File: src/hdl/dgpt_pkg.sv
// ----------------------------------------------------------------------------
// Decaying goal point table: shared package
// Field widths, operation and status codes, register map and the structs
// that travel between the table's modules.
// ----------------------------------------------------------------------------
package dgpt_pkg;

   // Widths of the payload fields and of the control registers.
   localparam int unsigned FIELD_W = 16;
   localparam int unsigned RAD_W   = 15;
   localparam int unsigned DEC_W   = 16;
   localparam int unsigned THR_W   = 15;
   localparam int unsigned STAT_W  = 3;
   localparam int unsigned COUNT_W = 7;
   localparam int unsigned R2_W    = 2 * RAD_W;
   localparam int unsigned PROD_W  = 2 * FIELD_W;

   // Register port geometry: three 32-bit registers at byte offsets 0, 4, 8.
   localparam int unsigned PADDR_W = 4;
   localparam int unsigned PDATA_W = 32;

   // Register indexes, taken from paddr[3:2].
   localparam logic [1:0] REG_RADIUS = 2'd0;
   localparam logic [1:0] REG_DECAY  = 2'd1;
   localparam logic [1:0] REG_THRESH = 2'd2;

   // Reset values of the registers.
   localparam logic [RAD_W-1:0] RADIUS_RST = 15'd64;
   localparam logic [DEC_W-1:0] DECAY_RST  = 16'd64881;
   localparam logic [THR_W-1:0] THRESH_RST = 15'd51;

   typedef enum logic {
      OP_ADD  = 1'b0,
      OP_TICK = 1'b1
   } op_type;

   typedef enum logic [STAT_W-1:0] {
      ST_ADDED = 3'd0,
      ST_DUP   = 3'd1,
      ST_FULL  = 3'd2,
      ST_BEST  = 3'd3,
      ST_EMPTY = 3'd4
   } status_type;

   // One table slot as it lies in the memory.
   typedef struct packed {
      logic                      valid;
      logic signed [FIELD_W-1:0] x;
      logic signed [FIELD_W-1:0] y;
      logic signed [FIELD_W-1:0] v;
   } entry_type;

   // Current register values.
   typedef struct packed {
      logic [RAD_W-1:0] radius;
      logic [DEC_W-1:0] decay;
      logic [THR_W-1:0] thresh;
   } csr_type;

   // Status of the scan pipeline, seen by the controller.
   typedef struct packed {
      logic busy;
      logic dup;
      logic free_found;
      logic best_found;
      logic drop;
   } scan_stat_type;

endpackage

File: src/hdl/dgpt_mem.sv
// ----------------------------------------------------------------------------
// Decaying goal point table: entry memory
// One write port and one read port; read data is registered, so it appears
// in the cycle after the address.
// ----------------------------------------------------------------------------
module dgpt_mem #(
   parameter int unsigned DEPTH  = 64,
   parameter int unsigned ADDR_W = 6
) (
   input  logic                clock,
   input  logic                wr_en,
   input  logic [ADDR_W-1:0]   wr_addr,
   input  dgpt_pkg::entry_type wr_data,
   input  logic                rd_en,
   input  logic [ADDR_W-1:0]   rd_addr,
   output dgpt_pkg::entry_type rd_data
);
   import dgpt_pkg::*;

   entry_type entry_mem_ff [DEPTH];
   entry_type rd_data_ff;

   // Write port.
   always_ff @(posedge clock) begin
      if (wr_en) begin
         entry_mem_ff[wr_addr] <= wr_data;
      end
   end

   // Registered read port.
   always_ff @(posedge clock) begin
      if (rd_en) begin
         rd_data_ff <= entry_mem_ff[rd_addr];
      end
   end

   assign rd_data = rd_data_ff;

endmodule

File: config.mk
export PLATFORM = sky130hd
export DESIGN_NAME = dgpt_mem
export DESIGN_NICKNAME = d
export VERILOG_FILES = /design/src/hdl/dgpt_pkg.sv /design/src/hdl/dgpt_mem.sv
export SDC_FILE = /design/constraint.sdc
export NUM_CORES = 2
export LEC_CHECK = 0
export BUFFER_PORTS_ARGS = -buffer_cell sky130_fd_sc_hd__clkbuf_2
export CAP_MARGIN = 20
export CORE_MARGIN = 3
export CORE_UTILIZATION = 45
export CTS_BUF_LIST = sky130_fd_sc_hd__clkbuf_16
export CTS_CLUSTER_SIZE = 40
export DETAILED_ROUTE_END_ITERATION = 6
export SYNTH_ARGS = -nofsm -noshare
export SYNTH_HDL_FRONTEND = slang
export SYNTH_SLANG_ARGS = --single-unit
File: constraint.sdc
create_clock -name clock -period 5.1 [get_ports clock]
set_input_delay 0.765 -clock clock [delete_from_list [all_inputs] [get_ports clock]]
set_output_delay 0.765 -clock clock [all_outputs]
set_load 0.005 [all_outputs]
==> flow_summary.json <==
{
  "synth_seq_cells": 3185,
  "synth_area_leaders": "sky130_fd_sc_hd__edfxtp_1 (79%), sky130_fd_sc_hd__mux4_2 (14%), sky130_fd_sc_hd__mux2i_1 (0.71%)",
  "power.share.combinational": 0.048,
  "net_switching_fraction_of_the_power": 0.213,
  "final_antenna_net_count": 0,
  "leakage_power_total_nw": 43.0,
  "grt_antenna_before_repair": 19,
  "globalRouteOverflowTotal": 0,
  "syn_area_mm2": 0.120,
  "wirelength_um": 343000,
  "min_path_type": "in2reg",
  "grt_start_max_net_pins": 89,
  "worstSetupStartpointType": "primary input",
  "cts_tree": "built",
  "gr-usage-all-layers": 0.249,
  "port_buffers": 112,
  "hold_fix_buffers_cts": 0,
  "maxSlewViolCount": 0,
  "internal_power_w": 0.0428,
  "finalHoldViolations": 0,
  "dieHeight_um": 523,
  "timing.hold.ws_ps": 185,
  "power.clock.fraction": 0.416,
  "ys_top_cells_by_count": "sky130_fd_sc_hd__edfxtp_1 (3185), sky130_fd_sc_hd__mux4_2 (743), sky130_fd_sc_hd__nand2_1 (184)",
  "synthesis.instances": 5283,
  "clk_path_buf_depth": 4,
  "setup_clock_skew_after_layout_ps": 48.4,
  "post-dp-hpwl_um": 189000,
  "yosys.area.top_type": "sky130_fd_sc_hd__edfxtp_1",
  "synth_area_per_cell_um2": 22.8,
  "layout_min_cycle_time_ps": 3070,
  "critPathCaptureType": "flip-flop",
  "place_congestion": 0.825,
  "grt.busiest_layer": "met2",
  "cts_sinks": 3185,
  "power_density_mw_per_mm2": 394,
  "post-synth-top-area-fraction": 0.794,
  "path_max_fanout": 14,
  "max_freq_mhz": 326,
  "report.power.total_w": 0.0544,
  "post_synthesis_to_final_layout_area_growth_pct": 14.5,
  "dr_iter_0_viols": 7943,
  "seq_area_frac_synth": 0.794,
  "cts_repair_resize_count": 0,
  "power.net_switching_w": 0.0116,
  "synthesis.nets": 5347,
  "timing.critical_path.required_ps": 5730,
  "core.rowCount": 189,
  "grt_util_met3": 0.0480,
  "critical_path_class": "in2reg",
  "post_route_cells_drive_above_1_share": 0.279,
  "finalCritPeriodShare": 0.602,
  "post_cts_buffers": 0,
  "design.die.area_mm2": 0.274,
  "setup_viol": 0,
  "seq_power_share": 0.536,
  "synthesis.yosys.warnings": 0,
  "synth_async_sr_flop_share": 0,
  "cts_inserted_buffers": 328,
  "synth_edf_count": 3185,
  "avgViaCountPerCell": 6.34,
  "grtUsageMet2": 0.390,
  "detail_route.first_pass.iterations": 6,
  "drv.max_cap_violation_count": 0,
  "num_vias": 60206,
  "globalRouteMet1Util": 0.357,
  "grt_pass1_wl_um": 478000,
  "power.ir.vdd_worst_mv": 0.303,
  "synth.distinct_cells": 41,
  "worst-slew-pin-transition_ps": 1170,
  "max_slew_margin": 0.220,
  "setup_total_negative_slack_ps": 0,
  "clkTransAtPathRegs_ps": 60,
  "drt-wirelength-per-cell_um": 36.1,
  "initial_core_util": 0.453,
  "worst_ep_arrival_time_ps": 3700,
  "die_w_um": 523,
  "clk_latency_ps": 880,
  "htree_levels": 5,
  "nNetsFinal": 5780,
  "cts_root_buf": "sky130_fd_sc_hd__clkbuf_16",
  "core_area_mm2": 0.266,
  "postSynth.topFlopCell": "sky130_fd_sc_hd__edfxtp_1",
  "vias_in_the_first_global_route": 59907,
  "rsz0062_at_grt": "false",
  "yosysMostFrequentCell": "sky130_fd_sc_hd__edfxtp_1",
  "drcViolationCount": 0,
  "pin_count": 113,
  "status": "completed"
}
## placed cells by master, fill, tap and decap left out, types with 5 or more instances in the layout
cell type                       n
sky130_fd_sc_hd__a21oi_1       51
sky130_fd_sc_hd__nand3_1       85
sky130_fd_sc_hd__nor2_1        24
sky130_fd_sc_hd__buf_4        206
sky130_fd_sc_hd__a311oi_1      23
sky130_fd_sc_hd__edfxtp_1    3185
sky130_fd_sc_hd__inv_1         66
sky130_fd_sc_hd__o22ai_1       85
sky130_fd_sc_hd__nand4_1       81
sky130_fd_sc_hd__inv_16         5
sky130_fd_sc_hd__clkbuf_2     106
sky130_fd_sc_hd__a211oi_1      41
sky130_fd_sc_hd__o221ai_1      78
sky130_fd_sc_hd__nand2_1      180
sky130_fd_sc_hd__nor2_4        64
sky130_fd_sc_hd__nand2b_1       9
sky130_fd_sc_hd__diode_2        7
sky130_fd_sc_hd__a22oi_1       95
sky130_fd_sc_hd__clkinv_8       5
sky130_fd_sc_hd__buf_16         8
sky130_fd_sc_hd__and2_1        22
sky130_fd_sc_hd__mux4_2       743
sky130_fd_sc_hd__buf_12        87
sky130_fd_sc_hd__clkinv_1      81
sky130_fd_sc_hd__and3_1        39
sky130_fd_sc_hd__clkbuf_16    336
sky130_fd_sc_hd__bufinv_16     17
sky130_fd_sc_hd__a221o_1        7
sky130_fd_sc_hd__clkinvlp_4    10
sky130_fd_sc_hd__nor4_1         8
sky130_fd_sc_hd__nor2b_1       24
sky130_fd_sc_hd__mux2i_1       85
sky130_fd_sc_hd__clkinv_2      51
## sequential cells by signal (all words and copies together), names as in the netlist
name and flops:
rd_data 49, entry_mem_ff 3136
## worst paths after layout
kind	from	endpoint	slack [ps]	depth (start not counted)
min reg2reg	entry_mem_ff[8][35]	rd_data[35]	900	4
max	rd_addr[5]	rd_data[11]	2030	6
max reg2reg	entry_mem_ff[6][47]	rd_data[47]	2800	4
min	wr_data[33]	entry_mem_ff[22][33]	180	1
## cell type report
class / instances / area [um2]
Fill cell: 20621 / 128000
Sequential cell: 3185 / 95600
Multi-Input combinational cell: 1790 / 23800
Clock buffer: 336 / 8410
Tap cell: 3533 / 4420
Timing Repair Buffer: 410 / 4080
Clock inverter: 239 / 1610
Antenna cell: 7 / 17.5
Inverter: 1 / 6.26
## metal layers
| metal | wire [um] | up-vias |
|---|---|---|
| met5 | 52 | - |
| met4 | 11900 | 8 |
| met3 | 32200 | 558 |
| met2 | 163000 | 3231 |
| met1 | 136000 | 32868 |
| li1 | - | 23541 |
## power by group through the flow
stage	registers [W]	logic [W]	clock network, W
after CTS	0.0292	0.00257	0.0229
after global placement	0.0297	0.00252	0
after global routing	0.0291	0.00275	0.0240
final	0.0291	0.00261	0.0226
after detailed placement	0.0297	0.00256	0
after floorplan	0.0296	0.00135	0
## logic make-up (layout without fill, tap and decap cells)
group           count (synthesis)  in the layout  synth area share
compound gates                394            394            0.0239
buf+inv                       308            986            0.0134
flops                        3185           3185             0.794
mux                           828            828             0.146
other cells                     0              7                 0
simple gates                  568            568            0.0230
## through the flow
step,util,area (um2),instances,worst slack (ps)
after detailed placement,0.479,127000,8888,1220
after CTS,0.517,137000,9463,2160
after floorplan,-,120000,5283,946
after global placement,0.478,127000,8884,1270
after global routing,0.519,138000,9498,2030
final,0.519,138000,9501,2030
## critical path, cell delays in order
cell                       delay, ps
sky130_fd_sc_hd__clkbuf_2        570
sky130_fd_sc_hd__nor2b_1         410
sky130_fd_sc_hd__nand2_1         780
sky130_fd_sc_hd__o221ai_1        660
sky130_fd_sc_hd__o22ai_1         250
sky130_fd_sc_hd__and3_1          200
Note: power is estimated with default switching activity, not from simulation.
