`config.mk`:
```
export PLATFORM = sky130hd
export DESIGN_NAME = dgpt_pipe
export DESIGN_NICKNAME = d
export VERILOG_FILES = /design/src/hdl/dgpt_pkg.sv /design/src/hdl/dgpt_pipe.sv
export SDC_FILE = /design/constraint.sdc
export NUM_CORES = 2
export LEC_CHECK = 0
export ABC_AREA = 1
export ABC_CLOCK_PERIOD_IN_PS = 6450
export BUFFER_PORTS_ARGS = -buffer_cell sky130_fd_sc_hd__buf_2
export CAP_MARGIN = 15
export CORE_MARGIN = 10
export CORE_UTILIZATION = 39
export DETAILED_ROUTE_END_ITERATION = 6
export PLACE_DENSITY = 0.65
export SKIP_LAST_GASP = 1
export SYNTH_ARGS = -nofsm -noshare
export SYNTH_HDL_FRONTEND = slang
export SYNTH_SLANG_ARGS = --single-unit
```
`constraint.sdc`:
```
create_clock -name clock -period 6.45 [get_ports clock]
set_input_delay 0.3225 -clock clock [delete_from_list [all_inputs] [get_ports clock]]
set_output_delay 0.3225 -clock clock [all_outputs]
set_load 0.02 [all_outputs]
```
`src/hdl/dgpt_pkg.sv`:
```
// ----------------------------------------------------------------------------
// Decaying goal point table: shared package
// Field widths, operation and status codes, register map and the structs
// that travel between the table's modules.
// ----------------------------------------------------------------------------
package dgpt_pkg;

   // Widths of the payload fields and of the control registers.
   localparam int unsigned FIELD_W = 16;
   localparam int unsigned RAD_W   = 15;
   localparam int unsigned DEC_W   = 16;
   localparam int unsigned THR_W   = 15;
   localparam int unsigned STAT_W  = 3;
   localparam int unsigned COUNT_W = 7;
   localparam int unsigned R2_W    = 2 * RAD_W;
   localparam int unsigned PROD_W  = 2 * FIELD_W;

   // Register port geometry: three 32-bit registers at byte offsets 0, 4, 8.
   localparam int unsigned PADDR_W = 4;
   localparam int unsigned PDATA_W = 32;

   // Register indexes, taken from paddr[3:2].
   localparam logic [1:0] REG_RADIUS = 2'd0;
   localparam logic [1:0] REG_DECAY  = 2'd1;
   localparam logic [1:0] REG_THRESH = 2'd2;

   // Reset values of the registers.
   localparam logic [RAD_W-1:0] RADIUS_RST = 15'd64;
   localparam logic [DEC_W-1:0] DECAY_RST  = 16'd64881;
   localparam logic [THR_W-1:0] THRESH_RST = 15'd51;

   typedef enum logic {
      OP_ADD  = 1'b0,
      OP_TICK = 1'b1
   } op_type;

   typedef enum logic [STAT_W-1:0] {
      ST_ADDED = 3'd0,
      ST_DUP   = 3'd1,
      ST_FULL  = 3'd2,
      ST_BEST  = 3'd3,
      ST_EMPTY = 3'd4
   } status_type;

   // One table slot as it lies in the memory.
   typedef struct packed {
      logic                      valid;
      logic signed [FIELD_W-1:0] x;
      logic signed [FIELD_W-1:0] y;
      logic signed [FIELD_W-1:0] v;
   } entry_type;

   // Current register values.
   typedef struct packed {
      logic [RAD_W-1:0] radius;
      logic [DEC_W-1:0] decay;
      logic [THR_W-1:0] thresh;
   } csr_type;

   // Status of the scan pipeline, seen by the controller.
   typedef struct packed {
      logic busy;
      logic dup;
      logic free_found;
      logic best_found;
      logic drop;
   } scan_stat_type;

endpackage

```
`src/hdl/dgpt_pipe.sv`:
```
// ----------------------------------------------------------------------------
// Decaying goal point table: scan pipeline
// Takes one memory entry per cycle. Add items measure squared distance to
// the new point and track the first free slot; tick items track the best
// value and write back each decayed value, freeing entries that fall low.
// ----------------------------------------------------------------------------
module dgpt_pipe #(
   parameter int unsigned ADDR_W = 6
) (
   input  logic                                clock,
   input  logic                                reset,
   input  logic                                start,
   input  dgpt_pkg::op_type                    op,
   input  logic signed [dgpt_pkg::FIELD_W-1:0] point_x,
   input  logic signed [dgpt_pkg::FIELD_W-1:0] point_y,
   input  logic [dgpt_pkg::R2_W-1:0]           radius_sq,
   input  dgpt_pkg::csr_type                   csr,
   input  logic                                rd_en,
   input  logic [ADDR_W-1:0]                   rd_addr,
   input  dgpt_pkg::entry_type                 rd_data,
   output logic                                wr_en,
   output logic [ADDR_W-1:0]                   wr_addr,
   output dgpt_pkg::entry_type                 wr_data,
   output dgpt_pkg::scan_stat_type             stat,
   output logic [ADDR_W-1:0]                   free_idx,
   output logic signed [dgpt_pkg::FIELD_W-1:0] best_x,
   output logic signed [dgpt_pkg::FIELD_W-1:0] best_y,
   output logic signed [dgpt_pkg::FIELD_W-1:0] best_v
);
   import dgpt_pkg::*;

   // Read stage: tracks which read is in the memory's output register.
   logic              s0_vld_ff;
   logic [ADDR_W-1:0] s0_idx_ff;

   // Stage 1: operands of the multipliers.
   logic               s1_vld_ff;
   logic [ADDR_W-1:0]  s1_idx_ff;
   entry_type          s1_ent_ff;
   logic [FIELD_W-1:0] s1_da_ff;
   logic [FIELD_W-1:0] s1_db_ff;
   logic [FIELD_W-1:0] s1_da_in;
   logic [FIELD_W-1:0] s1_db_in;

   // Stage 2: products.
   logic               s2_vld_ff;
   logic [ADDR_W-1:0]  s2_idx_ff;
   entry_type          s2_ent_ff;
   logic [PROD_W-1:0]  s2_p0_ff;
   logic [PROD_W-1:0]  s2_p1_ff;

   // Trackers over the whole walk.
   logic                      dup_ff;
   logic                      free_found_ff;
   logic [ADDR_W-1:0]         free_idx_ff;
   logic                      best_found_ff;
   logic signed [FIELD_W-1:0] best_x_ff;
   logic signed [FIELD_W-1:0] best_y_ff;
   logic signed [FIELD_W-1:0] best_v_ff;

   logic signed [FIELD_W:0] diff_x;
   logic signed [FIELD_W:0] diff_y;
   logic signed [FIELD_W:0] val_ext;
   logic [FIELD_W:0]        mag_x;
   logic [FIELD_W:0]        mag_y;
   logic [FIELD_W:0]        mag_v;
   logic [PROD_W:0]         dist_sq;
   logic                    near;
   logic [FIELD_W-1:0]      dec_mag;
   logic                    drop;
   logic                    take_free;
   logic                    take_best;

   // Stage 1 operands: distance components for an add, magnitude and
   // decay factor for a tick.
   always_comb begin
      diff_x  = {rd_data.x[FIELD_W-1], rd_data.x} - {point_x[FIELD_W-1], point_x};
      diff_y  = {rd_data.y[FIELD_W-1], rd_data.y} - {point_y[FIELD_W-1], point_y};
      val_ext = {rd_data.v[FIELD_W-1], rd_data.v};
      mag_x   = diff_x[FIELD_W] ? 17'(-diff_x) : 17'(diff_x);
      mag_y   = diff_y[FIELD_W] ? 17'(-diff_y) : 17'(diff_y);
      mag_v   = val_ext[FIELD_W] ? 17'(-val_ext) : 17'(val_ext);
      if (op == OP_ADD) begin
         s1_da_in = mag_x[FIELD_W-1:0];
         s1_db_in = mag_y[FIELD_W-1:0];
      end else begin
         s1_da_in = mag_v[FIELD_W-1:0];
         s1_db_in = csr.decay;
      end
   end

   // Valid bits of the pipeline stages.
   always_ff @(posedge clock) begin
      if (reset) begin
         s0_vld_ff <= 1'b0;
         s1_vld_ff <= 1'b0;
         s2_vld_ff <= 1'b0;
      end else begin
         s0_vld_ff <= rd_en;
         s1_vld_ff <= s0_vld_ff;
         s2_vld_ff <= s1_vld_ff;
      end
   end

   // Stage payloads; the add uses both squares, the tick only the first product.
   always_ff @(posedge clock) begin
      s0_idx_ff <= rd_addr;
      s1_idx_ff <= s0_idx_ff;
      s1_ent_ff <= rd_data;
      s1_da_ff  <= s1_da_in;
      s1_db_ff  <= s1_db_in;
      s2_idx_ff <= s1_idx_ff;
      s2_ent_ff <= s1_ent_ff;
      s2_p0_ff  <= s1_da_ff * ((op == OP_ADD) ? s1_da_ff : s1_db_ff);
      s2_p1_ff  <= s1_db_ff * s1_db_ff;
   end

   // Stage 3: duplicate compare and decay write-back.
   always_comb begin
      dist_sq = {1'b0, s2_p0_ff} + {1'b0, s2_p1_ff};
      near    = dist_sq < {{(PROD_W+1-R2_W){1'b0}}, radius_sq};
      dec_mag = s2_p0_ff[PROD_W-1:FIELD_W];
      drop    = dec_mag < {1'b0, csr.thresh};
      wr_en   = s2_vld_ff && s2_ent_ff.valid && (op == OP_TICK);
      wr_addr = s2_idx_ff;
      wr_data.valid = !drop;
      wr_data.x     = s2_ent_ff.x;
      wr_data.y     = s2_ent_ff.y;
      wr_data.v     = s2_ent_ff.v[FIELD_W-1] ? -dec_mag : dec_mag;
   end

   // Lowest free slot, and best value with the lowest slot kept on ties.
   assign take_free = s0_vld_ff && !rd_data.valid && !free_found_ff;
   assign take_best = s0_vld_ff && rd_data.valid &&
                      (!best_found_ff || (rd_data.v > best_v_ff));

   always_ff @(posedge clock) begin
      if (reset || start) begin
         dup_ff        <= 1'b0;
         free_found_ff <= 1'b0;
         best_found_ff <= 1'b0;
      end else begin
         if (s2_vld_ff && s2_ent_ff.valid && (op == OP_ADD) && near) begin
            dup_ff <= 1'b1;
         end
         if (take_free) begin
            free_found_ff <= 1'b1;
         end
         if (take_best) begin
            best_found_ff <= 1'b1;
         end
      end
   end

   always_ff @(posedge clock) begin
      if (take_free) begin
         free_idx_ff <= s0_idx_ff;
      end
      if (take_best) begin
         best_x_ff <= rd_data.x;
         best_y_ff <= rd_data.y;
         best_v_ff <= rd_data.v;
      end
   end

   assign stat.busy       = s0_vld_ff || s1_vld_ff || s2_vld_ff;
   assign stat.dup        = dup_ff;
   assign stat.free_found = free_found_ff;
   assign stat.best_found = best_found_ff;
   assign stat.drop       = wr_en && drop;
   assign free_idx        = free_idx_ff;
   assign best_x          = best_x_ff;
   assign best_y          = best_y_ff;
   assign best_v          = best_v_ff;

endmodule

```
==> results.json <==
{
  "grt_pass1_wl_mm": 126.2,
  "dr_wl_met3_mm": 5.849,
  "post_cts_resize_count": 0,
  "netlist_area_sq_um": 28360,
  "cp_max_fo": 12,
  "rsz0062_at_grt": "false",
  "cts_tree": "yes",
  "rows": 98,
  "gpl.final_weighted_congestion": 0.9490,
  "min_path_type": "input port to flip-flop",
  "final_hold_viol_count": 0,
  "yosysSeqAreaShare_pct": 18.92,
  "cts_sinks": 241,
  "fmaxAchievable_mhz": 165.3,
  "setup.worst_path.end_class": "flip-flop",
  "cts_made_buffers": 26,
  "ant_nets": 0,
  "synth_seq_cells": 241,
  "maxCapViolCount": 0,
  "core_sq_um": 71730,
  "synth_ff_type": "dfxtp_1",
  "ys_types": 50,
  "h-tree-depth": 1,
  "io_buffers": 267,
  "die_h_um": 289.7,
  "relSlewSlack_pct": 45.30,
  "root_buffer": "clkbuf_16",
  "vias_per_cell": 4.766,
  "synth_edf_count": 54,
  "finalWirelength_mm": 77.95,
  "grtUsageTotal_pct": 18.60,
  "tns_ns": 0,
  "wl_per_cell_um": 16.07,
  "post-cts-setup-buffer-count": 0,
  "crit_required_ns": 6.89,
  "fin_util_pct": 45.35,
  "wl_met2_mm": 35.50,
  "min_period_ns": 6.051,
  "grt_max_degree": 49,
  "first_pass_iters": 6,
  "synth_warnings": 0,
  "status": "finished, final reports clean",
  "clk_latency_ns": 0.56,
  "final_max_slew_viol_count": 0,
  "arrival_ns": 6.49,
  "synthesis.instances": 3540,
  "path_clk_slew_ns": 0.06,
  "drt_iter0_drc": 1309,
  "dp.cells": 4734,
  "cts_buffer_depth": 3,
  "grt_antenna_before_repair": 8,
  "hold_buffers": 63,
  "overflow": 0,
  "nets": 4735,
  "final_cells": 4851,
  "async_reset_ff_share_pct": 0,
  "n_fill_cell": 7089,
  "timing.final.crit_share_pct": 93.82,
  "worst_pin_slew_ns": 0.8198,
  "drt_drc_violations_left": 0,
  "area_delta_synth_final_pct": 14.72,
  "io_pins": 283,
  "dr.max_layer_used": "met5",
  "critPathKind": "flip-flop to flip-flop",
  "setup_viol": 0,
  "m1WireLength_mm": 34.87,
  "synth_nets": 4400,
  "grt_pass1_vias": 23930,
  "cp-start-kind": "flip-flop",
  "drive_gt1_share_pct": 11.01,
  "dpl.hpwl_mm": 66.47,
  "dieWidth_um": 289.7,
  "fin_skew_ns": 0.01264,
  "avgSynthCellArea_sq_um": 8.011,
  "start_util_pct": 39.53,
  "die-area_sq_um": 83900,
  "vias": 23120
}
## metal layers
metal | global-route usage (%) | up-vias
li1 | - | 11490
met1 | 24.70 | 10860
met2 | 30.85 | 673
met3 | 3.882 | 93
met4 | 3.995 | 6
met5 | 0 | -
## kinds of logic (layout without fill, tap and decap cells)
logic type,count (synthesis),in the layout,synth area share [%]
AND/OR/NAND/NOR,1227,1227,17.55
buffers and inverters,905,1260,12.54
adder cells (fa/ha/maj),692,692,40.06
AO/OA/AOI/OAI,345,345,6.804
flip-flops,241,241,18.92
XOR/XNOR,130,130,4.121
other,0,6,0
## flip-flops by register name (all words and copies together), names as in the netlist, 31 cells and up
name and flops:
wr_data 32, s2_p0_ff 32, s1_ent_ff 34, s2_p1_ff 31
## worst paths after layout
kind / start / depth (start not counted) / slack [ns] / to
hold / removal: csr[17] / 3 / 0.03 / s1_db_ff[2]$_DFF_P_
setup / recovery: s1_db_ff[2]$_DFF_P_ / 20 / 0.40 / s2_p1_ff[25]$_DFF_P_
setup reg to reg: s1_db_ff[2]$_DFF_P_ / 20 / 0.40 / s2_p1_ff[25]$_DFF_P_
hold reg to reg: s1_ent_ff[47]$_DFF_P_ / 0 / 0.32 / wr_data[47]$_DFF_P_
## worst max-delay path: stages, from the launching register on
cell and delay [ns]:
dfxtp_1 0.65, buf_4 0.30, nand2_1 0.12, fa_1 0.53, fa_1 0.55, inv_1 0.06
fa_1 0.49, fa_1 0.51, fa_1 0.49, inv_1 0.05, fa_1 0.47, inv_1 0.04
ha_1 0.37, nand2_1 0.10, nor2_1 0.11, inv_1 0.04, o21ai_0 0.39, a21oi_1 0.18
o21bai_1 0.24, a21oi_1 0.11, xnor2_1 0.13
## through the flow
stage	cell area [sq um]	hold WS, ns	setup slack (ns)
global route	32530	0.03296	0.08819
detailed placement	31010	0.3121	0.2451
floorplan	28360	0.3096	0.4991
finish	32530	0.02551	0.3987
global placement	31010	0.3097	0.3260
CTS	32520	0.001108	0.3602
## Yosys cell counts (6+ instances only)
cell type	n	area share (%)
ha_1	332	15
buf_4	38	1.0
a21boi_0	6	0.16
xnor2_1	45	1.4
o21a_1	20	0.53
a31oi_1	14	0.31
dfxtp_1	187	13
nand2_2	6	0.13
clkbuf_1	67	0.89
nand2_1	723	9.6
o21ai_1	11	0.19
nor4_1	8	0.18
o21ai_0	88	1.6
a21o_1	17	0.45
buf_2	7	0.12
nor2_1	299	4.0
a21oi_1	164	2.9
xor2_1	81	2.5
o21bai_1	7	0.19
nand3_1	108	1.9
nand3b_1	8	0.21
nand4_1	23	0.51
edfxtp_1	54	5.7
inv_1	784	10
fa_1	360	25
nor3_1	32	0.56
## cells in the final DEF (no fill, tap or decap), types with 20 or more instances in the layout
| cell | netlist | layout |
|---|---|---|
| clkbuf_16 | 0 | 28 |
| buf_4 | 38 | 89 |
| edfxtp_1 | 54 | 54 |
| nand2_1 | 723 | 723 |
| dfxtp_1 | 187 | 187 |
| buf_2 | 7 | 267 |
| xor2_1 | 81 | 81 |
| o21ai_0 | 88 | 88 |
| nand4_1 | 23 | 23 |
| dlygate4sd3_1 | 0 | 63 |
| nor2_1 | 299 | 299 |
| xnor2_1 | 45 | 45 |
| a21oi_1 | 164 | 163 |
| inv_1 | 784 | 783 |
| o21a_1 | 20 | 20 |
| nand3_1 | 108 | 108 |
| fa_1 | 360 | 360 |
| ha_1 | 332 | 332 |
| nor3_1 | 32 | 32 |
## cell type report
type / count / area [sq um] / share of cell area [%]
multi-input combinational: 2394 / 19450 / 59.78
sequential: 241 / 5365 / 16.49
inverter: 791 / 2969 / 9.127
timing repair buffer: 421 / 2675 / 8.223
tap: 950 / 1189 / 3.654
clock buffer: 35 / 767.0 / 2.358
clock inverter: 13 / 103.9 / 0.3192
antenna: 6 / 15.01 / 0.04615
Power is left out: the tool's default activity adds up to more than one toggle a clock period on the data nets, which glitch-free logic cannot reach.
