==> config.mk <==
export PLATFORM = sky130hd
export DESIGN_NAME = dgpt_csr
export DESIGN_NICKNAME = d
export VERILOG_FILES = /design/src/hdl/dgpt_pkg.sv /design/src/hdl/dgpt_csr.sv
export SDC_FILE = /design/constraint.sdc
export NUM_CORES = 1
export LEC_CHECK = 0
export BUFFER_PORTS_ARGS = -buffer_cell sky130_fd_sc_hd__buf_2
export CAP_MARGIN = 0
export CORE_MARGIN = 2
export CORE_UTILIZATION = 46
export CTS_CLUSTER_SIZE = 28
export DETAILED_ROUTE_END_ITERATION = 8
export PLACE_DENSITY = 0.8
export SKIP_LAST_GASP = 1
export SYNTH_ARGS = -nofsm -noshare
export SYNTH_HDL_FRONTEND = slang
export SYNTH_SLANG_ARGS = --single-unit
==> constraint.sdc <==
create_clock -name clock -period 1.5 [get_ports clock]
set_clock_uncertainty 0.2 [all_clocks]
set_input_delay 0.3 -clock clock [delete_from_list [all_inputs] [get_ports clock]]
set_output_delay 0.3 -clock clock [all_outputs]
set_load 0.02 [all_outputs]
==> src/hdl/dgpt_pkg.sv <==
// ----------------------------------------------------------------------------
// Decaying goal point table: shared package
// Field widths, operation and status codes, register map and the structs
// that travel between the table's modules.
// ----------------------------------------------------------------------------
package dgpt_pkg;

   // Widths of the payload fields and of the control registers.
   localparam int unsigned FIELD_W = 16;
   localparam int unsigned RAD_W   = 15;
   localparam int unsigned DEC_W   = 16;
   localparam int unsigned THR_W   = 15;
   localparam int unsigned STAT_W  = 3;
   localparam int unsigned COUNT_W = 7;
   localparam int unsigned R2_W    = 2 * RAD_W;
   localparam int unsigned PROD_W  = 2 * FIELD_W;

   // Register port geometry: three 32-bit registers at byte offsets 0, 4, 8.
   localparam int unsigned PADDR_W = 4;
   localparam int unsigned PDATA_W = 32;

   // Register indexes, taken from paddr[3:2].
   localparam logic [1:0] REG_RADIUS = 2'd0;
   localparam logic [1:0] REG_DECAY  = 2'd1;
   localparam logic [1:0] REG_THRESH = 2'd2;

   // Reset values of the registers.
   localparam logic [RAD_W-1:0] RADIUS_RST = 15'd64;
   localparam logic [DEC_W-1:0] DECAY_RST  = 16'd64881;
   localparam logic [THR_W-1:0] THRESH_RST = 15'd51;

   typedef enum logic {
      OP_ADD  = 1'b0,
      OP_TICK = 1'b1
   } op_type;

   typedef enum logic [STAT_W-1:0] {
      ST_ADDED = 3'd0,
      ST_DUP   = 3'd1,
      ST_FULL  = 3'd2,
      ST_BEST  = 3'd3,
      ST_EMPTY = 3'd4
   } status_type;

   // One table slot as it lies in the memory.
   typedef struct packed {
      logic                      valid;
      logic signed [FIELD_W-1:0] x;
      logic signed [FIELD_W-1:0] y;
      logic signed [FIELD_W-1:0] v;
   } entry_type;

   // Current register values.
   typedef struct packed {
      logic [RAD_W-1:0] radius;
      logic [DEC_W-1:0] decay;
      logic [THR_W-1:0] thresh;
   } csr_type;

   // Status of the scan pipeline, seen by the controller.
   typedef struct packed {
      logic busy;
      logic dup;
      logic free_found;
      logic best_found;
      logic drop;
   } scan_stat_type;

endpackage

==> src/hdl/dgpt_csr.sv <==
// ----------------------------------------------------------------------------
// Decaying goal point table: control registers
// Dedupe radius, decay factor and drop threshold behind a simple register
// port with a setup and an access cycle and no wait states.
// ----------------------------------------------------------------------------
module dgpt_csr (
   input  logic                         clock,
   input  logic                         reset,
   input  logic                         psel,
   input  logic                         penable,
   input  logic                         pwrite,
   input  logic [dgpt_pkg::PADDR_W-1:0] paddr,
   input  logic [dgpt_pkg::PDATA_W-1:0] pwdata,
   output logic [dgpt_pkg::PDATA_W-1:0] prdata,
   output logic                         pready,
   output dgpt_pkg::csr_type            csr
);
   import dgpt_pkg::*;

   logic [RAD_W-1:0] radius_ff;
   logic [DEC_W-1:0] decay_ff;
   logic [THR_W-1:0] thresh_ff;
   logic             wr_fire;
   logic [1:0]       reg_idx;

   assign pready  = 1'b1;
   assign wr_fire = psel && penable && pwrite;
   assign reg_idx = paddr[3:2];

   // Register writes in the access cycle.
   always_ff @(posedge clock) begin
      if (reset) begin
         radius_ff <= RADIUS_RST;
         decay_ff  <= DECAY_RST;
         thresh_ff <= THRESH_RST;
      end else if (wr_fire) begin
         case (reg_idx)
            REG_RADIUS: radius_ff <= pwdata[RAD_W-1:0];
            REG_DECAY:  decay_ff  <= pwdata[DEC_W-1:0];
            REG_THRESH: thresh_ff <= pwdata[THR_W-1:0];
            default: ;
         endcase
      end
   end

   // Read data, zero extended.
   always_comb begin
      case (reg_idx)
         REG_RADIUS: prdata = {{(PDATA_W-RAD_W){1'b0}}, radius_ff};
         REG_DECAY:  prdata = {{(PDATA_W-DEC_W){1'b0}}, decay_ff};
         REG_THRESH: prdata = {{(PDATA_W-THR_W){1'b0}}, thresh_ff};
         default:    prdata = '0;
      endcase
   end

   assign csr.radius = radius_ff;
   assign csr.decay  = decay_ff;
   assign csr.thresh = thresh_ff;

endmodule

==> metrics.cfg, run 1 <==
[clock_network]
cts_hold_buf=0
clk_path_buf_depth=2
cts_sinks=46
clk_pin_slew_ns=0.08
cts_tree=built
cts-root-buf=clkbuf_8
clock_latency_ns=0.29
htreeDepth=2
numCtsBuffers=5

[route]
ant_nets=0
firstDrtPassIters=6
drc=0
viasPerCell=4.74
drt-total-wl_mm=6.07
wl_per_cell_um=13.9
drtIter0Drc=67
vias=2073

[synthesis]
synth_area_leader_cell=dfxtp_1
synth_edf_count=0
yosysMostFrequentCell=mux2i_1
ys.flop_type=dfxtp_1
synth_area_um2=2390
synth_warnings=0
synth.area.top_cells=dfxtp_1, mux2i_1, nand2b_1
synthCells=256
seq_area_frac_synth_pct=38.6
synth_common_cells=mux2i_1, dfxtp_1, nand2b_1, nor2_1, buf_4
synthArstFlopShare_pct=0
ys_types=20
ys_ff_latch=46
avgSynthCellArea_um2=9.32
synth_top_area_share_pct=38.6

[floorplanning]
dieHeight_um=76.0
ioPinCount=120
core.rowCount=26
die_w_um=76.0
initial_core_util_pct=47.3
coreArea_um2=5040
die-area_um2=5780

[worst_setup_path]
critPathKind=in -> out
cpLargestDelayFamily=buffers and inverters
worst_path_most_repeated_cell=buf_12
cp_num_buf_inv=3
cp.required_ns=1.00
worstPathMaxFanout=6
arrival_ns=1.03
worst_setup_path_end_kind=output port
startpoint_type=input pin
path_cells=buf_12, buf_12, mux2i_4, o21ai_2, buf_6
crit_slowest_cell=mux2i_4
cpPeakStageDelay_ns=0.18

[power_and_ir_drop]
p_per_area_nw_per_um2=730
leakagePower_nw=1.62
total_power_w=0.00247
max-vdd-ir-drop_mv=0.537

[flow_run]
drv_cap=0

[placement]
gp_congestion=0.755
placement.io_buffers=84
dp_hpwl_mm=4.12

[sta]
final_hold_viol_count=0
max_freq_mhz=653
drv_slew=0
period_share_pct=102
post-route-min-period_ns=1.53
setup_viol=4
holdWs_ns=0.0657
rsz0062_at_grt=yes
fin_ws_ns=-0.0322

[min_path]
hp-class=in -> reg

[global_routing]
track_usage_pct=20.7
grt_max_degree=74
antenna_found_initial=0
grt_pass1_vias=2052
grt-ovfl-total=0
grt_pass1_wl_mm=9.63

[final_layout]
diodes=0
fill_cells=411
drive_gt1_share_pct=48.2
area_delta_synth_final_pct=41.7
nNetsFinal=407

[status]
failed_checks=setup timing
status=finished, violations left

[placed cells by master, fill, tap and decap left out, types with 2 or more instances in the layout]
cell type,netlist,layout
buf_12,0,4
buf_4,20,40
o21ai_1,0,8
dfxtp_1,46,15
nor2_1,28,28
nand2b_1,45,45
buf_2,4,66
buf_16,0,2
dfxtp_2,0,30
mux2i_1,61,60
clkbuf_8,0,6
conb_1,2,17
buf_6,2,11
o21ai_2,0,7
nand2_2,0,2
nand2_1,15,13
[through the flow]
step | util [%] | TNS, ns | instance area (um^2) | cells | setup WS, ns
after global routing | 67.1 | -0.734 | 3380 | 437 | -0.0738
after global placement | 58.7 | -3.47 | 2960 | 413 | -0.157
final | 67.1 | -0.0669 | 3380 | 437 | -0.0322
after floorplan | - | -0.268 | 2470 | 271 | -0.0669
after detailed placement | 58.7 | -3.84 | 2960 | 413 | -0.175
after CTS | 65.8 | -0.0630 | 3320 | 431 | -0.0298
[cells by family (layout without fill, tap and decap cells)]
| kind of cell | after synthesis | in the layout | synth area share (%) |
|---|---|---|---|
| other | 2 | 17 | 0.315 |
| buffers and inverters | 35 | 131 | 9.49 |
| muxes | 61 | 61 | 25.6 |
| and+or+nand+nor | 97 | 97 | 22.9 |
| AOI/OAI and AO/OA | 15 | 15 | 3.15 |
| DFF | 46 | 46 | 38.6 |
[flip-flops by register name, indices dropped and copies added (netlist names)]
name,count
thresh_ff,15
radius_ff,15
decay_ff,16
[per-layer routing]
metal  share of wire [%]  vias up  GRT usage (%)  wire length (um)
met1                  42      972           23.7              2560
met4                 1.3        0           5.82                79
met3                 4.7        6           4.38               286
li1                    -     1032              -                 -
met5                   0        -              0                 0
met2                  52       63           38.8              3140
[worst min-delay path, cell delays in order]
cell and delay (ns):
buf_2 0.11, nand2b_1 0.06, mux2i_1 0.06
[worst paths after layout]
path | start | endpoint | slack [ns] | cells after the start
worst max-delay path | paddr[2] | prdata[7] | -0.03 | 5
worst min-delay path | pwdata[5] | radius_ff[5] | 0.07 | 3
worst max register to register | decay_ff[13] | decay_ff[13] | 0.55 | 3
worst min register to register | radius_ff[5] | radius_ff[5] | 0.28 | 2
[final cells by class]
class	count	area (um^2)	share of cell area, %
timing repair buffer	123	890	26.3
tap	70	87.6	2.59
multi-input combinational	190	1350	40.0
clock inverter	1	5.00	0.148
clock buffer	7	86.3	2.55
sequential	46	962	28.4
[what timing repair did]
item | CTS | global route
resized for setup | 63 | 9
setup endpoints to repair | 16 | 16
pin swaps | 1 | 0
gates cloned | 2 | 0
setup buffers | 9 | 6
[where the power goes]
| group | internal [W] | switching [W] |
|---|---|---|
| sequential | 0.00124 | 0.0000123 |
| combinational | 0.000201 | 0.000245 |
| clock | 0.000372 | 0.000402 |
(Power assumes the default switching activity.)
==> inputs of run 2 (changes only) <==
- CORE_ASPECT_RATIO: default -> 0.7
- CORE_MARGIN: 2 -> default
==> metrics.cfg, run 2 (synthesized netlist as in run 1, its figures left out) <==
[floorplanning]
dieHeight_um=62.3
die_w_um=88.1
coreArea_um2=4890
core.rowCount=21
ioPinCount=120
die-area_um2=5480
initial_core_util_pct=48.8

[worst_setup_path]
cpLargestDelayFamily=buffers and inverters
arrival_ns=1.06
crit_slowest_cell=nor2b_4
worstPathMaxFanout=5
cpPeakStageDelay_ns=0.17
worst_setup_path_end_kind=output port
critPathKind=in -> out
r2r_setup_slack_ns=0.52
startpoint_type=input pin
cp.required_ns=1.00
cp_num_buf_inv=3
path_cells=buf_12, nor2b_4, buf_6, nand2_1, o21ai_1, buf_4

[final_layout]
largestRegisters=decay_ff: 16 flops, radius_ff: 15 flops, thresh_ff: 15 flops
diodes=0
stdcell_area_um2=3520
multi_input_area_um2=1420
largest_reg_flops=16
final_common_cell=buf_2
fill_cells=379
regMostFlops=decay_ff
area_delta_synth_final_pct=47.7
nNetsFinal=408
seqCellArea_um2=957
mostFrequentLayoutCells=buf_2, mux2i_1, nand2b_1, buf_4, dfxtp_2
drive_gt1_share_pct=54.1

[placement]
placed_cell_area_um2=3030
gp_congestion=0.728
pre_cts_ws_ns=-0.139
placement.io_buffers=84
dp_hpwl_mm=4.33

[clock_network]
cts_tree=built
cts-root-buf=clkbuf_8
numCtsBuffers=5
clk_path_buf_depth=2
clk_pin_slew_ns=0.08
clock_latency_ns=0.30
cts_hold_buf=0
cts_sinks=46
htreeDepth=2

[power_and_ir_drop]
swShare_pct=25.8
leakagePower_nw=1.64
power_frac_comb_pct=18.2
p_sw_w=0.000677
power.internal_w=0.00195
total_power_w=0.00263
p_per_area_nw_per_um2=745
max-vdd-ir-drop_mv=0.447
p_clk_share_pct=34.1
pwr-share-seq_pct=47.7

[sta]
drv_slew=0
final_hold_viol_count=0
fin_ws_ns=-0.0620
period_share_pct=104
setup_viol=15
post-route-min-period_ns=1.56
rsz0062_at_grt=yes
max_freq_mhz=640

[global_routing]
grt.busiest_layer=met2
use_met3_pct=5.32
grtUsageMet1_pct=30.5
grt_max_degree=40
grt_use_met2_pct=39.1
grt_pass1_wl_mm=9.66
track_usage_pct=23.5
antenna_found_initial=0
grt_pass1_vias=1947
grt-ovfl-total=0

[min_path]
hp-class=in -> reg

[route]
vias=2112
drtIter0Drc=64
viasPerCell=4.83
ant_nets=0
wl_per_cell_um=14.7
drc=0
firstDrtPassIters=4
drt-total-wl_mm=6.44

[status]
status=finished, violations left
failed_checks=setup timing

[flow_run]
drv_cap=0

## run 2: worst register-to-register path: stages, from the launching register on
cell	delay [ns]
dfxtp_2	0.33
buf_4	0.13
nor2_1	0.12
mux2i_1	0.09
## run 2: routing by layer
layer | wire, um | vias up
met2 | 3030 | 67
met4 | 59 | 0
met3 | 336 | 7
met1 | 3010 | 1002
met5 | 0 | -
li1 | - | 1036
## run 2: repair_timing
action / CTS / global route
pin swaps: 3 / 6
cloned: 2 / 0
buffers inserted: 11 / 3
resized for setup: 67 / 30
endpoints found under the setup margin: 15 / 15
endpoints found under the hold margin: 0 / 0
## run 2: final cells by class
cell class                 instances  share of cell area (%)
multi-input combinational        190                    40.4
sequential                        46                    27.2
timing repair buffer             124                    26.9
tap                               69                    2.45
clock buffer                       5                    1.95
clock inverter                     3                    1.14
## run 2: power by group through the flow
stage,registers [W],clock network [W],logic [W]
3_3_place_gp,0.00128,0,0.000391
2_1_floorplan,0.00130,0,0.000262
4_1_cts,0.00125,0.000910,0.000454
3_5_place_dp,0.00128,0,0.000397
5_1_grt,0.00125,0.000971,0.000507
6_report,0.00125,0.000895,0.000479
## run 2: worst paths after layout
path,endpoint,depth (start not counted),from
hold reg to reg,radius_ff[4],2,radius_ff[4]
setup reg to reg,decay_ff[5],3,decay_ff[5]
setup / recovery,prdata[4],6,paddr[2]
hold / removal,radius_ff[4],3,pwdata[4]
## run 2: per-stage QoR
| step | TNS, ns | instances | hold WS [ns] | util (%) |
|---|---|---|---|---|
| 2_1_floorplan | -0.268 | 271 | 0.255 | - |
| 6_report | -0.361 | 437 | 0.0562 | 72.1 |
| 3_5_place_dp | -4.50 | 413 | 0.280 | 62.0 |
| 5_1_grt | -0.955 | 437 | 0.0606 | 72.1 |
| 3_3_place_gp | -2.40 | 413 | 0.274 | 62.0 |
| 4_1_cts | -0.325 | 434 | 0.0567 | 69.7 |
==> inputs of run 3 (changes only) <==
- ABC_AREA: default -> 1
- CORE_UTILIZATION: 46 -> 45
- PLACE_DENSITY: 0.8 -> 0.79
- TNS_END_PERCENT: default -> 1
==> metrics.cfg, run 3 <==
[synthesis]
synth_warnings=0
synth_common_cells=nand2_1, nor2_1, nand3_1, dfxtp_1, buf_4
synth_area_leader_cell=dfxtp_1
ys.flop_type=dfxtp_1
synthCells=346
avgSynthCellArea_um2=6.55
synth_edf_count=0
synth_top_area_share_pct=40.6
seq_area_frac_synth_pct=40.6
ys_ff_latch=46
synth_area_um2=2270
yosysMostFrequentCell=nand2_1
ys_types=17
synth.area.top_cells=dfxtp_1, nand2_1, nand3_1
synthArstFlopShare_pct=0

[power_and_ir_drop]
max-vdd-ir-drop_mv=0.353
p_per_area_nw_per_um2=796
total_power_w=0.00261
leakagePower_nw=1.73

[clock_network]
clock_latency_ns=0.29
clk_pin_slew_ns=0.09
cts_tree=built
htreeDepth=2
cts-root-buf=clkbuf_8
cts_hold_buf=0
clk_path_buf_depth=2
cts_sinks=46
numCtsBuffers=5

[global_routing]
track_usage_pct=25.7
grt_pass1_vias=2164
antenna_found_initial=0
grt_max_degree=23
grt-ovfl-total=0
grt_pass1_wl_mm=10.3

[floorplanning]
die-area_um2=5330
dieHeight_um=61.4
ioPinCount=120
core.rowCount=21
initial_core_util_pct=47.1
coreArea_um2=4810
die_w_um=86.8

[final_layout]
largestRegisters=decay_ff: 16 flops, radius_ff: 15 flops, thresh_ff: 15 flops
final_common_cell=nand2_1
fill_cells=435
fin_util_pct=68.2
mostFrequentLayoutCells=nand2_1, buf_2, nor2_1, nand3_1, dfxtp_1
stdcell_area_um2=3280
largest_reg_flops=16
nNetsFinal=494
area_delta_synth_final_pct=44.7
diodes=0
regMostFlops=decay_ff
drive_gt1_share_pct=36.3

[route]
wl_per_cell_um=13.3
firstDrtPassIters=4
viasPerCell=4.76
drc=0
vias=2490
drtIter0Drc=185
ant_nets=0
drt-total-wl_mm=6.98

[sta]
drv_slew=0
rsz0062_at_grt=yes
setup_viol=15
tns_ns=-0.480
final_hold_viol_count=0
max_freq_mhz=648
post-route-min-period_ns=1.54
fin_ws_ns=-0.0444
period_share_pct=103

[placement]
dp_hpwl_mm=4.62
gp_congestion=0.834
placed_cell_area_um2=2860
placement.io_buffers=84
pre_cts_ws_ns=-0.126

[worst_setup_path]
critPathKind=in -> out
path_cells=buf_12, inv_4, nor2_4, clkbuf_16, nand2_2, nand3_1, buf_6
worstPathMaxFanout=6
arrival_ns=1.04
crit_slowest_cell=clkbuf_16
worst_setup_path_end_kind=output port
cp.required_ns=1.00
startpoint_type=input pin
cpPeakStageDelay_ns=0.19

[status]
failed_checks=setup timing
status=finished, violations left

[min_path]
hp-class=in -> reg

[flow_run]
drv_cap=0

-- run 3: cell types whose count changed after synthesis, sizes merged, moves of 2 or more --
cell    previous run  this run
buf               26        32
clkbuf             9         3
inv                0        20
mux2i             61         0
nand2             15       112
nand2b            45         0
nand3              1        62
nor2              28        68
nor3b              2         0
o21ai             15         1
-- run 3: path summary, 6_finish.rpt --
check               startpoint           end  slack (ns)  cells past startpoint
setup reg to reg   decay_ff[1]   decay_ff[1]        0.66                      2
setup / recovery      paddr[3]     prdata[1]       -0.04                      7
hold / removal      pwdata[15]  decay_ff[15]        0.02                      3
hold reg to reg   decay_ff[15]  decay_ff[15]        0.29                      2
-- run 3: final cells by class --
class | instances | area [um^2] | share of cell area [%]
clock buffer | 7 | 86.3 | 2.63
clock inverter | 1 | 5.00 | 0.153
inverter | 20 | 80.1 | 2.44
multi-input combinational | 260 | 1200 | 36.7
sequential | 46 | 921 | 28.1
tap | 69 | 86.3 | 2.63
timing repair buffer | 120 | 898 | 27.4
-- run 3: what timing repair did --
action,in CTS,in global routing
resized for setup,59,15
setup endpoints to repair,15,16
pin swaps,7,2
setup buffers,4,1
cloned,3,1
-- run 3: power breakdown --
group          switching (W)  internal, W
clock network       0.000421     0.000373
logic               0.000323     0.000223
registers          0.0000230      0.00125
-- run 3: per-stage QoR --
step | hold WS [ns] | instances
after floorplan | 0.226 | 361
after global placement | 0.260 | 506
after detailed placement | 0.266 | 506
after CTS | 0.0141 | 521
after global routing | 0.00887 | 523
final | 0.0236 | 523
-- run 3: cell families after synthesis --
kind of cell / count (synthesis) / share of synthesized area, %
flops: 46 / 40.6
compound gates: 1 / 0.221
other cells: 2 / 0.331
simple gates: 242 / 45.3
buf+inv: 55 / 13.5
-- run 3: routing by layer --
metal  vias up  GRT usage, %  part of all wire (%)
met5         -             0                     0
met4         0          5.95                  0.52
met3         4          6.57                   7.6
met2       105          44.4                    47
met1      1134          32.8                    45
li1       1247             -                     -
-- run 3: critical path, delay by kind of cell --
family                 cells  cell delay, ns
and+or+nand+nor            3            0.29
buffers and inverters      4            0.45
